===== src/hdl/lfuc_pkg.sv =====
// Shared types and constants for the LFU cache with LRU tie-break.
`default_nettype none

package lfuc_pkg;

    localparam int CAP_W  = 5;
    localparam int KEY_W  = 32;
    localparam int DATA_W = 31;

    localparam logic [CAP_W-1:0] CAP_RESET = 5'd16;

    localparam logic OP_GET = 1'b0;
    localparam logic OP_PUT = 1'b1;

    typedef enum logic [2:0] {
        ST_IDLE,
        ST_SCAN,
        ST_DECIDE,
        ST_UPDATE,
        ST_EVICT,
        ST_INSERT,
        ST_DONE
    } t_state;

endpackage

`default_nettype wire


===== src/hdl/lfu_cache_with_lru_tiebreak.sv =====
// Top level of the LFU key-value cache with least-recently-used tie-break.
//
// Usage:
//   Input channel (i_in_valid / o_in_ready) takes one word per item: a get or
//   put opcode, a 32-bit key and a 31-bit value for puts. Output channel
//   (o_out_valid / i_out_ready) returns one word per item: found and the value
//   held for the key before the item (zero on a miss).
//   Configuration channel (i_cfg_valid / o_cfg_ready) writes capacity_in_use;
//   it is always ready. Zero acts as one, values above MAX_ENTRIES clamp.
// Timing:
//   Every item sweeps all MAX_ENTRIES slots through one read port of the
//   entry memory, one slot per cycle, with a single compare unit tracking the
//   hit, the first free slot and the eviction candidate. After the sweep a
//   decide state sends a get miss straight to the result, a hit through an
//   update state, a put into a free slot through an insert state and a put
//   that evicts through an evict state, then an insert state. A new item is
//   accepted in the cycle after the result is loaded, not during a sweep.
// Reset clears all valid bits, the occupancy and the state machine, and sets
// the capacity to 16. No clearing pass is needed. When the receiver stalls,
// the result holds in the output register; a following item is still taken
// and swept, and it waits in its final state until the output register frees.
`default_nettype none

module lfu_cache_with_lru_tiebreak #(
    parameter int MAX_ENTRIES = 16,
    parameter int COUNT_BITS  = 16
) (
    input  wire logic                         i_clk,
    input  wire logic                         i_rst_n,
    // item input
    input  wire logic                         i_in_valid,
    output logic                              o_in_ready,
    input  wire logic                         i_opcode,
    input  wire logic [lfuc_pkg::KEY_W-1:0]   i_key,
    input  wire logic [lfuc_pkg::DATA_W-1:0]  i_write_value,
    // result output
    output logic                              o_out_valid,
    input  wire logic                         i_out_ready,
    output logic                              o_found,
    output logic [lfuc_pkg::DATA_W-1:0]       o_read_value,
    // configuration write
    input  wire logic                         i_cfg_valid,
    output logic                              o_cfg_ready,
    input  wire logic [lfuc_pkg::CAP_W-1:0]   i_capacity_in_use
);
    import lfuc_pkg::*;

    localparam int IDX_W = (MAX_ENTRIES > 1) ? $clog2(MAX_ENTRIES) : 1;
    localparam int OCC_W = $clog2(MAX_ENTRIES + 1);
    localparam int CMP_W = (OCC_W > CAP_W) ? OCC_W : CAP_W;
    localparam logic [IDX_W-1:0] LAST_IDX = IDX_W'(MAX_ENTRIES - 1);

    // Sequencer state
    t_state r_state, n_state;

    // Configuration and occupancy
    logic [CAP_W-1:0] r_cap;
    logic [OCC_W-1:0] r_occ;

    // Per-slot cells: valid bit and recency rank (0 = most recent)
    logic [MAX_ENTRIES-1:0] r_valid;
    logic [IDX_W-1:0]       r_rank [MAX_ENTRIES];

    // Entry memory: key, value, use count
    logic [KEY_W-1:0]      mem_key  [MAX_ENTRIES];
    logic [DATA_W-1:0]     mem_data [MAX_ENTRIES];
    logic [COUNT_BITS-1:0] mem_cnt  [MAX_ENTRIES];
    logic [KEY_W-1:0]      r_rd_key;
    logic [DATA_W-1:0]     r_rd_data;
    logic [COUNT_BITS-1:0] r_rd_cnt;

    // Latched item
    logic              r_op;
    logic [KEY_W-1:0]  r_key;
    logic [DATA_W-1:0] r_wval;

    // Sweep control
    logic [IDX_W-1:0] r_addr;
    logic             r_issued;
    logic             r_cmp_en;
    logic [IDX_W-1:0] r_cmp_idx;

    // Sweep results
    logic                  r_hit;
    logic [IDX_W-1:0]      r_hit_idx;
    logic [DATA_W-1:0]     r_hit_data;
    logic [COUNT_BITS-1:0] r_hit_cnt;
    logic [IDX_W-1:0]      r_hit_rank;
    logic                  r_free;
    logic [IDX_W-1:0]      r_free_idx;
    logic                  r_vic;
    logic [IDX_W-1:0]      r_vic_idx;
    logic [COUNT_BITS-1:0] r_vic_cnt;
    logic [IDX_W-1:0]      r_vic_rank;
    logic [IDX_W-1:0]      r_slot;

    // Output register
    logic              r_out_valid;
    logic              r_out_found;
    logic [DATA_W-1:0] r_out_data;

    // Combinational control
    logic                  in_accept;
    logic                  scan_last;
    logic                  cmp_valid;
    logic [IDX_W-1:0]      cmp_rank;
    logic                  key_match;
    logic                  vic_better;
    logic [CMP_W-1:0]      eff_cap;
    logic                  cache_full;
    logic                  out_free;
    logic                  load_out;
    logic                  mem_we;
    logic [IDX_W-1:0]      mem_wa;
    logic [DATA_W-1:0]     mem_wdata;
    logic [COUNT_BITS-1:0] mem_wcnt;
    logic [COUNT_BITS-1:0] hit_cnt_inc;

    assign o_cfg_ready = 1'b1;

    assign in_accept = i_in_valid && o_in_ready;
    assign scan_last = r_cmp_en && (r_cmp_idx == LAST_IDX);
    assign out_free  = !r_out_valid || i_out_ready;

    // The compare unit sees one slot per cycle: the registered memory word
    // and the matching valid bit and rank.
    assign cmp_valid  = r_valid[r_cmp_idx];
    assign cmp_rank   = r_rank[r_cmp_idx];
    assign key_match  = cmp_valid && (r_rd_key == r_key);
    // Lower count wins; on equal count the older (larger rank) wins.
    assign vic_better = cmp_valid && (!r_vic || (r_rd_cnt < r_vic_cnt) ||
                        ((r_rd_cnt == r_vic_cnt) && (cmp_rank > r_vic_rank)));

    // Effective capacity: zero acts as one, clamp at the slot count.
    always_comb begin
        if (r_cap == '0) begin
            eff_cap = CMP_W'(1);
        end else if (CMP_W'(r_cap) > CMP_W'(MAX_ENTRIES)) begin
            eff_cap = CMP_W'(MAX_ENTRIES);
        end else begin
            eff_cap = CMP_W'(r_cap);
        end
    end
    assign cache_full = CMP_W'(r_occ) >= eff_cap;

    // Saturating use count
    assign hit_cnt_inc = (&r_hit_cnt) ? r_hit_cnt : r_hit_cnt + COUNT_BITS'(1);

    // Next state
    always_comb begin
        n_state = r_state;
        case (r_state)
            ST_IDLE: begin
                if (in_accept) begin
                    n_state = ST_SCAN;
                end
            end
            ST_SCAN: begin
                if (scan_last) begin
                    n_state = ST_DECIDE;
                end
            end
            ST_DECIDE: begin
                if (r_hit) begin
                    n_state = ST_UPDATE;
                end else if (r_op == OP_PUT) begin
                    n_state = cache_full ? ST_EVICT : ST_INSERT;
                end else begin
                    n_state = ST_DONE;
                end
            end
            ST_UPDATE: n_state = ST_DONE;
            ST_EVICT:  n_state = ST_INSERT;
            ST_INSERT: n_state = ST_DONE;
            ST_DONE: begin
                if (out_free) begin
                    n_state = ST_IDLE;
                end
            end
            default: n_state = ST_IDLE;
        endcase
    end

    // State outputs
    always_comb begin
        o_in_ready = 1'b0;
        load_out   = 1'b0;
        mem_we     = 1'b0;
        mem_wa     = r_slot;
        mem_wdata  = r_wval;
        mem_wcnt   = COUNT_BITS'(1);
        case (r_state)
            ST_IDLE: o_in_ready = 1'b1;
            ST_UPDATE: begin
                mem_we    = 1'b1;
                mem_wa    = r_hit_idx;
                mem_wdata = (r_op == OP_PUT) ? r_wval : r_hit_data;
                mem_wcnt  = hit_cnt_inc;
            end
            ST_INSERT: mem_we = 1'b1;
            ST_DONE:   load_out = out_free;
            default: begin
                o_in_ready = 1'b0;
            end
        endcase
    end

    // Control registers
    always_ff @(posedge i_clk) begin
        if (!i_rst_n) begin
            r_state     <= ST_IDLE;
            r_cap       <= CAP_RESET;
            r_occ       <= '0;
            r_out_valid <= 1'b0;
            r_issued    <= 1'b0;
            r_cmp_en    <= 1'b0;
        end else begin
            r_state <= n_state;
            if (i_cfg_valid && o_cfg_ready) begin
                r_cap <= i_capacity_in_use;
            end
            // issue one read per cycle, drop issue after the last slot
            r_cmp_en <= (r_state == ST_SCAN) && !r_issued;
            if (in_accept) begin
                r_issued <= 1'b0;
            end else if ((r_state == ST_SCAN) && (r_addr == LAST_IDX)) begin
                r_issued <= 1'b1;
            end
            if (r_state == ST_EVICT) begin
                r_occ <= r_occ - OCC_W'(1);
            end else if (r_state == ST_INSERT) begin
                r_occ <= r_occ + OCC_W'(1);
            end
            if (load_out) begin
                r_out_valid <= 1'b1;
            end else if (i_out_ready) begin
                r_out_valid <= 1'b0;
            end
        end
    end

    // Valid bits
    always_ff @(posedge i_clk) begin
        if (!i_rst_n) begin
            r_valid <= '0;
        end else if (r_state == ST_EVICT) begin
            r_valid[r_vic_idx] <= 1'b0;
        end else if (r_state == ST_INSERT) begin
            r_valid[r_slot] <= 1'b1;
        end
    end

    // Recency cells: each slot ages or rejuvenates against a broadcast rank
    always_ff @(posedge i_clk) begin
        for (int i = 0; i < MAX_ENTRIES; i++) begin
            case (r_state)
                ST_UPDATE: begin
                    if (IDX_W'(i) == r_hit_idx) begin
                        r_rank[i] <= '0;
                    end else if (r_valid[i] && (r_rank[i] < r_hit_rank)) begin
                        r_rank[i] <= r_rank[i] + IDX_W'(1);
                    end
                end
                ST_EVICT: begin
                    if (r_valid[i] && (r_rank[i] > r_vic_rank)) begin
                        r_rank[i] <= r_rank[i] - IDX_W'(1);
                    end
                end
                ST_INSERT: begin
                    if (IDX_W'(i) == r_slot) begin
                        r_rank[i] <= '0;
                    end else if (r_valid[i]) begin
                        r_rank[i] <= r_rank[i] + IDX_W'(1);
                    end
                end
                default: begin
                    r_rank[i] <= r_rank[i];
                end
            endcase
        end
    end

    // Entry memory: one write port, one registered read port
    always_ff @(posedge i_clk) begin
        if (mem_we) begin
            mem_key[mem_wa]  <= r_key;
            mem_data[mem_wa] <= mem_wdata;
            mem_cnt[mem_wa]  <= mem_wcnt;
        end
        r_rd_key  <= mem_key[r_addr];
        r_rd_data <= mem_data[r_addr];
        r_rd_cnt  <= mem_cnt[r_addr];
    end

    // Item latch, sweep address and sweep results
    always_ff @(posedge i_clk) begin
        r_cmp_idx <= r_addr;
        if (in_accept) begin
            r_op   <= i_opcode;
            r_key  <= i_key;
            r_wval <= i_write_value;
            r_addr <= '0;
            r_hit  <= 1'b0;
            r_free <= 1'b0;
            r_vic  <= 1'b0;
        end else begin
            if ((r_state == ST_SCAN) && (r_addr != LAST_IDX)) begin
                r_addr <= r_addr + IDX_W'(1);
            end
            if (r_cmp_en) begin
                if (key_match && !r_hit) begin
                    r_hit      <= 1'b1;
                    r_hit_idx  <= r_cmp_idx;
                    r_hit_data <= r_rd_data;
                    r_hit_cnt  <= r_rd_cnt;
                    r_hit_rank <= cmp_rank;
                end
                if (!cmp_valid && !r_free) begin
                    r_free     <= 1'b1;
                    r_free_idx <= r_cmp_idx;
                end
                if (vic_better) begin
                    r_vic      <= 1'b1;
                    r_vic_idx  <= r_cmp_idx;
                    r_vic_cnt  <= r_rd_cnt;
                    r_vic_rank <= cmp_rank;
                end
            end
        end
        // insert at the lowest free slot once the victim is gone
        if (r_state == ST_DECIDE) begin
            if (cache_full) begin
                r_slot <= (r_free && (r_free_idx < r_vic_idx)) ? r_free_idx : r_vic_idx;
            end else begin
                r_slot <= r_free_idx;
            end
        end
    end

    // Result register
    always_ff @(posedge i_clk) begin
        if (load_out) begin
            r_out_found <= r_hit;
            r_out_data  <= r_hit ? r_hit_data : '0;
        end
    end

    assign o_out_valid  = r_out_valid;
    assign o_found      = r_out_found;
    assign o_read_value = r_out_data;

endmodule

`default_nettype wire

===== config.mk =====
export PLATFORM = sky130hd
export DESIGN_NAME = lfu_cache_with_lru_tiebreak
export DESIGN_NICKNAME = d
export VERILOG_FILES = /design/src/hdl/lfuc_pkg.sv /design/src/hdl/lfu_cache_with_lru_tiebreak.sv
export SDC_FILE = /design/constraint.sdc
export NUM_CORES = 2
export LEC_CHECK = 0
export BUFFER_PORTS_ARGS = -buffer_cell sky130_fd_sc_hd__buf_2
export CORE_ASPECT_RATIO = 0.5
export CORE_UTILIZATION = 55
export DETAILED_ROUTE_END_ITERATION = 10
export GPL_TIMING_DRIVEN = 0
export HOLD_SLACK_MARGIN = 0.08
export PLACE_DENSITY = 0.71
export SETUP_SLACK_MARGIN = 0.1
export SLEW_MARGIN = 40
export SYNTH_ARGS = -nofsm -noshare
export SYNTH_HDL_FRONTEND = slang
export SYNTH_SLANG_ARGS = --single-unit
export TNS_END_PERCENT = 100

===== constraint.sdc =====
create_clock -name i_clk -period 7.7 [get_ports i_clk]
set_input_delay 1.54 -clock i_clk [delete_from_list [all_inputs] [get_ports i_clk]]
set_output_delay 1.54 -clock i_clk [all_outputs]
set_load 0.05 [all_outputs]

Word-level counts from Yosys, hierarchy flattened
Memories as Yosys holds them, arrays and structs flattened. A register that Yosys moved wholly into a read port is not among the register bits.
Index checks and enable logic that the tools add are counted.
{"block": "totals", "ff_bits": 226, "ramBits": 1328, "input_bits": 74, "output_inout_bits": 35, "elab_cells": 694, "memories": 4}
{"name": "mem_key", "depth": 16, "width": 32, "rd": 1, "rd_ports_with_merged_regs": 1, "write_ports": 1, "line": "lfu_cache_with_lru_tiebreak.sv:65", "text": "logic [KEY_W-1:0] mem_key [MAX_ENTRIES];"}
{"name": "mem_data", "depth": 16, "width": 31, "rd": 1, "rd_ports_with_merged_regs": 1, "write_ports": 1, "line": "lfu_cache_with_lru_tiebreak.sv:66", "text": "logic [DATA_W-1:0] mem_data [MAX_ENTRIES];"}
{"name": "mem_cnt", "depth": 16, "width": 16, "rd": 1, "rd_ports_with_merged_regs": 1, "write_ports": 1, "line": "lfu_cache_with_lru_tiebreak.sv:67", "text": "logic [COUNT_BITS-1:0] mem_cnt [MAX_ENTRIES];"}
{"name": "r_rank", "depth": 16, "width": 4, "rd": 17, "rd_ports_with_merged_regs": 1, "write_ports": 16, "line": "lfu_cache_with_lru_tiebreak.sv:62", "text": "logic [IDX_W-1:0] r_rank [MAX_ENTRIES];"}
{"block": "op_classes", "add_sub_neg": 36, "n_lt_le_gt_ge": 42, "n_eq_ne": 44, "mux": 386, "bitwise": 85, "n_reduce_logical": 71}
{"operator": "4-bit 2-to-1 mux", "count": 83}
{"operator": "1-bit 2-to-1 mux", "count": 284}
{"operator": "1-bit bitwise OR", "count": 80}
{"operator": "4-bit by 1-bit adder with 4-bit output (second input constant)", "count": 17}
{"operator": "4-bit greater-than comparator", "count": 17}
{"operator": "4-bit < comparator", "count": 17}
{"operator": "4-bit == test (first input constant)", "count": 16}
{"operator": "16-bit 2-to-1 mux", "count": 4}
{"operator": "4-bit by 1-bit subtractor with 4-bit output (second input constant)", "count": 16}
{"operator": "31-bit 2-to-1 mux", "count": 2}
{"operator": "1-bit logical AND", "count": 45}
{"operator": "3-bit by 4-bit == test with 1-bit output (first input constant)", "count": 8}
{"operator": "32-bit == test", "count": 1}
{"operator": "5-bit 2-to-1 mux", "count": 4}
{"operator": "3-bit one-hot mux with 6 select lines", "count": 1}
{"operator": "16-bit by 1-bit adder with 16-bit output (second input constant)", "count": 1}
{"operator": "16-bit bitwise AND", "count": 1}
{"operator": "16-bit == test", "count": 1}
{"operator": "2-bit by 4-bit == test with 1-bit output (first input constant)", "count": 4}
{"operator": "16-bit < comparator", "count": 1}
{"operator": "16-bit inverter", "count": 1}
{"operator": "16-bit bitwise OR", "count": 1}
{"operator": "16-bit AND reduction", "count": 1}
{"operator": "4-bit by 5-bit < comparator with 1-bit output (second input constant)", "count": 3}
{"operator": "other kinds (27)", "count": 55}

Longest topological paths before layout
An unclocked memory read counts as a cell.
{"block": "logic_depth", "ltp_word": 12, "mapped_depth": 11, "depth_no_buf": 10}

Worst setup path after synthesis
No wires, ideal clock.
{"block": "synth_path", "kind": "register -> register", "start": "register r_state[2]", "end": "memory r_rank[5][0] (netlist name) (enable)", "setup_ns": 0.318, "arrival_time_ns": 5.535, "t_required_ns": 7.382, "setup_slack_ns": 1.847, "path_stages_with_launch": 9, "path_buffers": 3, "synth_period_minus_slack_ns": 5.853, "path_cell_list": "dfxtp_1 -> buf_4 -> nand3b_4 -> buf_2 -> buf_2 -> nor2_1 -> nand2_1 -> o22ai_1 -> or3_1"}
{"element": "from (decl)", "line": "lfu_cache_with_lru_tiebreak.sv:54", "text": "t_state r_state, n_state;"}
{"element": "from (signal assigned)", "line": "lfu_cache_with_lru_tiebreak.sv:218", "text": "r_state <= n_state;"}
{"element": "to (decl)", "line": "lfu_cache_with_lru_tiebreak.sv:62"}

Final worst setup path
{"block": "layout_path", "start": "register r_cmp_idx[1]", "end": "register r_vic_cnt[8] (enable)"}
{"block": "layout_between", "elab_chain_len": 4}
{"element": "from (decl)", "line": "lfu_cache_with_lru_tiebreak.sv:81", "text": "logic [IDX_W-1:0] r_cmp_idx;"}
{"element": "from (signal assigned)", "line": "lfu_cache_with_lru_tiebreak.sv:297", "text": "r_cmp_idx <= r_addr;"}
{"element": "1-bit binary-select mux with 4-bit select", "line": "lfu_cache_with_lru_tiebreak.sv:127", "text": "assign cmp_valid = r_valid[r_cmp_idx];"}
{"element": "1-bit 2-to-1 mux (not written as such)", "line": "lfu_cache_with_lru_tiebreak.sv:127"}
{"element": "1-bit logical AND", "line": "lfu_cache_with_lru_tiebreak.sv:131", "text": "assign vic_better = cmp_valid && (!r_vic || (r_rd_cnt < r_vic_cnt) ||"}
{"element": "3-bit AND reduction (no source line)"}
{"element": "to (signal assigned)", "line": "lfu_cache_with_lru_tiebreak.sv:325", "text": "r_vic_cnt <= r_rd_cnt;"}
{"element": "to (decl)", "line": "lfu_cache_with_lru_tiebreak.sv:93", "text": "logic [COUNT_BITS-1:0] r_vic_cnt;"}
Every way passes these cells. The select of a mux whose other input is x is not followed.
A chain may end at the register's enable or synchronous reset.

==> insert_results.sql <==
INSERT INTO impl_metrics (metric_group, metric, value, unit) VALUES
('outcome', 'status', 'complete, but fails checks', ''),
('outcome', 'failing_checks', 'DRC', ''),
('clocking', 'tritoncts.num_buffers', '141', ''),
('synth', 'synth-warning-count', '0', ''),
('power', 'power.ir.vdd_worst', '190', 'µV'),
('synth', 'synth.ff_latch_count', '1633', ''),
('clocking', 'clk_latency', '0.77', 'ns'),
('global_route', 'grt_start_max_net_pins', '40', ''),
('floorplanning', 'design.die.area', '122000', 'µm²'),
('clocking', 'clk_path_buf_depth', '3', ''),
('global_route', 'grt_first_pass_wirelength', '242000', 'µm'),
('synth', 'synth_fp_nets', '3645', ''),
('timing', 'fin_skew', '0.0410', 'ns'),
('floorplanning', 'core-area', '119000', 'µm²'),
('global_route', 'use_met3', '0.0452', ''),
('placed_design', 'dp_hpwl', '106000', 'µm'),
('clocking', 'tritoncts_num_sinks', '1633', ''),
('timing', 'achievable_clock_frequency', '0.234', 'GHz'),
('clocking', 'ctsHtreeMaxLevel', '4', ''),
('synth', 'synth_ff_type', 'sky130_fd_sc_hd__edfxtp_1', ''),
('layout', 'final_cells', '5489', ''),
('synth', 'sequential_fraction_of_the_synthesis_area', '0.720', ''),
('layout', 'final_layout_size_suffix_gt1_frac', '0.277', ''),
('global_route', 'vias_in_the_first_global_route', '35888', ''),
('floorplanning', 'fp-row-count', '89', ''),
('synth', 'avgSynthCellArea', '19.6', 'µm²'),
('synth', 'edff_count_synth', '1511', ''),
('timing', 'worst_slew_pin_slew', '0.888', 'ns'),
('global_route', 'grt_overall_usage', '0.276', ''),
('synth', 'synthMostInstantiatedCell', 'sky130_fd_sc_hd__edfxtp_1', ''),
('global_route', 'grt_overflow', '0', ''),
('synth', 'yosys-top-cells-count', 'sky130_fd_sc_hd__edfxtp_1 (1511), sky130_fd_sc_hd__mux4_2 (419), sky130_fd_sc_hd__ha_1 (177), sky130_fd_sc_hd__nor2_1 (143), sky130_fd_sc_hd__dfxtp_1 (122)', ''),
('synth', 'synth_cell_type_count', '73', ''),
('worst_setup_path', 'critPathKind', 'flip-flop to flip-flop', ''),
('global_route', 'groute.layer.met1.usage', '0.397', ''),
('routing', 'first_iter_violations', '4558', ''),
('clocking', 'clk_transition_reported_paths', '0.07', 'ns'),
('worst_setup_path', 'cp-end-kind', 'flip-flop', ''),
('routing', 'detailroute.via_count', '35989', ''),
('floorplanning', 'initial_util', '0.559', ''),
('clocking', 'tritoncts', 'yes', ''),
('routing', 'drt-vias-per-instance', '6.56', ''),
('placed_design', 'placed_cells_incl_taps', '5227', ''),
('synth', 'syn_area', '66400', 'µm²'),
('placed_design', 'placed_cell_area', '71800', 'µm²'),
('global_route', 'grt_most_used_layer', 'met2', ''),
('timing', 'finalHoldViolations', '0', ''),
('timing', 'fin_crit', '4.28', 'ns'),
('synth', 'synth.top_cell.area_share', '0.683', ''),
('layout', 'postLayoutCellArea', '76500', 'µm²'),
('routing', 'wl', '167000', 'µm'),
('routing', 'detail_route.drc_violations', '3', ''),
('timing', 'timing.final.setup_violations', '0', ''),
('job', 'cap_violations', '0', ''),
('worst_setup_path', 'crit_fanout', '15', ''),
('placed_design', 'io_buffer_count', '105', ''),
('synth', 'ys_top_cells_by_area', 'sky130_fd_sc_hd__edfxtp_1 (68%), sky130_fd_sc_hd__mux4_2 (14%), sky130_fd_sc_hd__dfxtp_1 (3.7%)', ''),
('global_route', 'antenna_found_initial', '3', ''),
('power', 'cellLeakagePower', '24.8', 'nW'),
('hold_path', 'worst_hold_path_type', 'flip-flop to flip-flop', ''),
('routing', 'routedWlPerCell', '30.3', 'µm'),
('clocking', 'cts.root.buffer_cell', 'sky130_fd_sc_hd__clkbuf_16', ''),
('layout', 'areaGrowthSynthToFinish', '15.2', '%'),
('worst_setup_path', 'startpoint_type_of_the_worst_setup_path', 'flip-flop', ''),
('floorplanning', 'die_x', '493', 'µm'),
('timing', 'slew_violations', '0', ''),
('timing', 'worst_slew_margin_rel', '0.408', ''),
('worst_setup_path', 'worst_ep_required_time', '8.16', 'ns'),
('routing', 'drt_pre_antenna_iters', '9', ''),
('worst_setup_path', 'critPathArrivalTime', '4.74', 'ns'),
('floorplanning', 'ios', '109', '');
## cells by family (layout without fill, tap and decap cells)
kind of cell | after synthesis | after routing | share of synthesized area
flops | 1633 | 1633 | 0.720
fa+ha+maj | 178 | 178 | 0.0336
compound gates | 345 | 345 | 0.0359
mux | 463 | 463 | 0.150
buf+inv | 219 | 720 | 0.0142
simple gates | 508 | 508 | 0.0405
other cells | 1 | 4 | 0.0000565
xor+xnor | 46 | 46 | 0.00607
## per-stage QoR
step                 TNS, ns  setup WS (ns)  utilization  hold WS, ns  power, mW
global placement    -3795.37          -4.26        0.580        0.357       15.0
detailed placement         0           3.50        0.605        0.367       15.1
floorplan                  0           1.85            -        0.344       13.7
global route               0           3.29        0.644        0.380       22.8
finish                     0           3.42        0.644        0.378       22.2
CTS                        0           3.49        0.643        0.376       22.2
## layer usage
metal / part of all wire / vias up
li1: - / 14820
met1: 0.40 / 18877
met2: 0.48 / 2003
met3: 0.093 / 287
met4: 0.028 / 2
met5: 0.000078 / -
## final cells by class
type,instances,area [µm²]
antenna,3,7.51
buffer,135,669
clock buffer,198,4040
clock inverter,58,567
fill,7669,42300
inverter,84,323
multi-input combinational,1541,17900
sequential,1633,47800
tap,1592,1990
timing repair buffer,245,3170
## power breakdown
group / internal (mW) / total, mW / switching [mW]
Sequential: 10.5 / 10.9 / 0.353
Combinational: 1.81 / 4.11 / 2.30
Clock: 3.90 / 7.16 / 3.26
Total: 16.2 / 22.2 / 5.91
## critical path, stage by stage, from the launching register on
cell	delay (ns)
sky130_fd_sc_hd__dfxtp_1	0.55
sky130_fd_sc_hd__buf_6	0.24
sky130_fd_sc_hd__clkbuf_1	0.64
sky130_fd_sc_hd__mux4_2	0.47
sky130_fd_sc_hd__mux4_2	0.58
sky130_fd_sc_hd__ha_1	0.33
sky130_fd_sc_hd__nor2b_1	0.13
sky130_fd_sc_hd__o21a_1	0.11
sky130_fd_sc_hd__o21a_1	0.10
sky130_fd_sc_hd__o211ai_1	0.12
sky130_fd_sc_hd__a31oi_4	0.47
sky130_fd_sc_hd__buf_8	0.24
## worst paths after layout
path	start	to	slack, ns	cells after the start
setup / recovery	r_cmp_idx[1]$_DFF_P_	r_vic_cnt[8]$_DFFE_PP_	3.42	11
hold / removal	r_addr[0]$_SDFFE_PP0P_	r_cmp_idx[0]$_DFF_P_	0.38	0
setup reg to reg	r_cmp_idx[1]$_DFF_P_	r_vic_cnt[8]$_DFFE_PP_	3.42	11
hold reg to reg	r_addr[0]$_SDFFE_PP0P_	r_cmp_idx[0]$_DFF_P_	0.38	0
## registers in the layout, summed over array words and instances (netlist names), 16 cells and up
register	flops
r_rd_cnt	16
mem_key	512
r_hit_data	31
r_rank	64
r_key	32
r_wval	31
mem_cnt	256
r_rd_data	31
r_hit_cnt	16
mem_data	496
r_rd_key	32
r_valid	16
o_read_value	31
r_vic_cnt	16
## cell usage in the layout (no fill, tap or decap), types with 20 or more instances in the layout
| cell type | instances |
|---|---|
| sky130_fd_sc_hd__a21oi_1 | 62 |
| sky130_fd_sc_hd__edfxtp_1 | 1511 |
| sky130_fd_sc_hd__clkbuf_2 | 26 |
| sky130_fd_sc_hd__clkbuf_16 | 146 |
| sky130_fd_sc_hd__buf_8 | 65 |
| sky130_fd_sc_hd__buf_2 | 159 |
| sky130_fd_sc_hd__and2_1 | 37 |
| sky130_fd_sc_hd__xnor2_1 | 27 |
| sky130_fd_sc_hd__nand4_1 | 29 |
| sky130_fd_sc_hd__nor2b_1 | 30 |
| sky130_fd_sc_hd__a221oi_1 | 46 |
| sky130_fd_sc_hd__mux4_2 | 419 |
| sky130_fd_sc_hd__clkbuf_1 | 79 |
| sky130_fd_sc_hd__a211oi_1 | 27 |
| sky130_fd_sc_hd__mux2_2 | 36 |
| sky130_fd_sc_hd__o211ai_1 | 24 |
| sky130_fd_sc_hd__nand3_1 | 43 |
| sky130_fd_sc_hd__dfxtp_1 | 122 |
| sky130_fd_sc_hd__nor2_1 | 120 |
| sky130_fd_sc_hd__ha_1 | 177 |
| sky130_fd_sc_hd__nor3_1 | 32 |
| sky130_fd_sc_hd__o21ai_0 | 60 |
| sky130_fd_sc_hd__clkinv_1 | 20 |
| sky130_fd_sc_hd__nand2b_1 | 42 |
| sky130_fd_sc_hd__nand2_1 | 74 |
| sky130_fd_sc_hd__inv_1 | 77 |
| sky130_fd_sc_hd__buf_16 | 52 |
No activity file was read; power rests on OpenSTA's default activity.
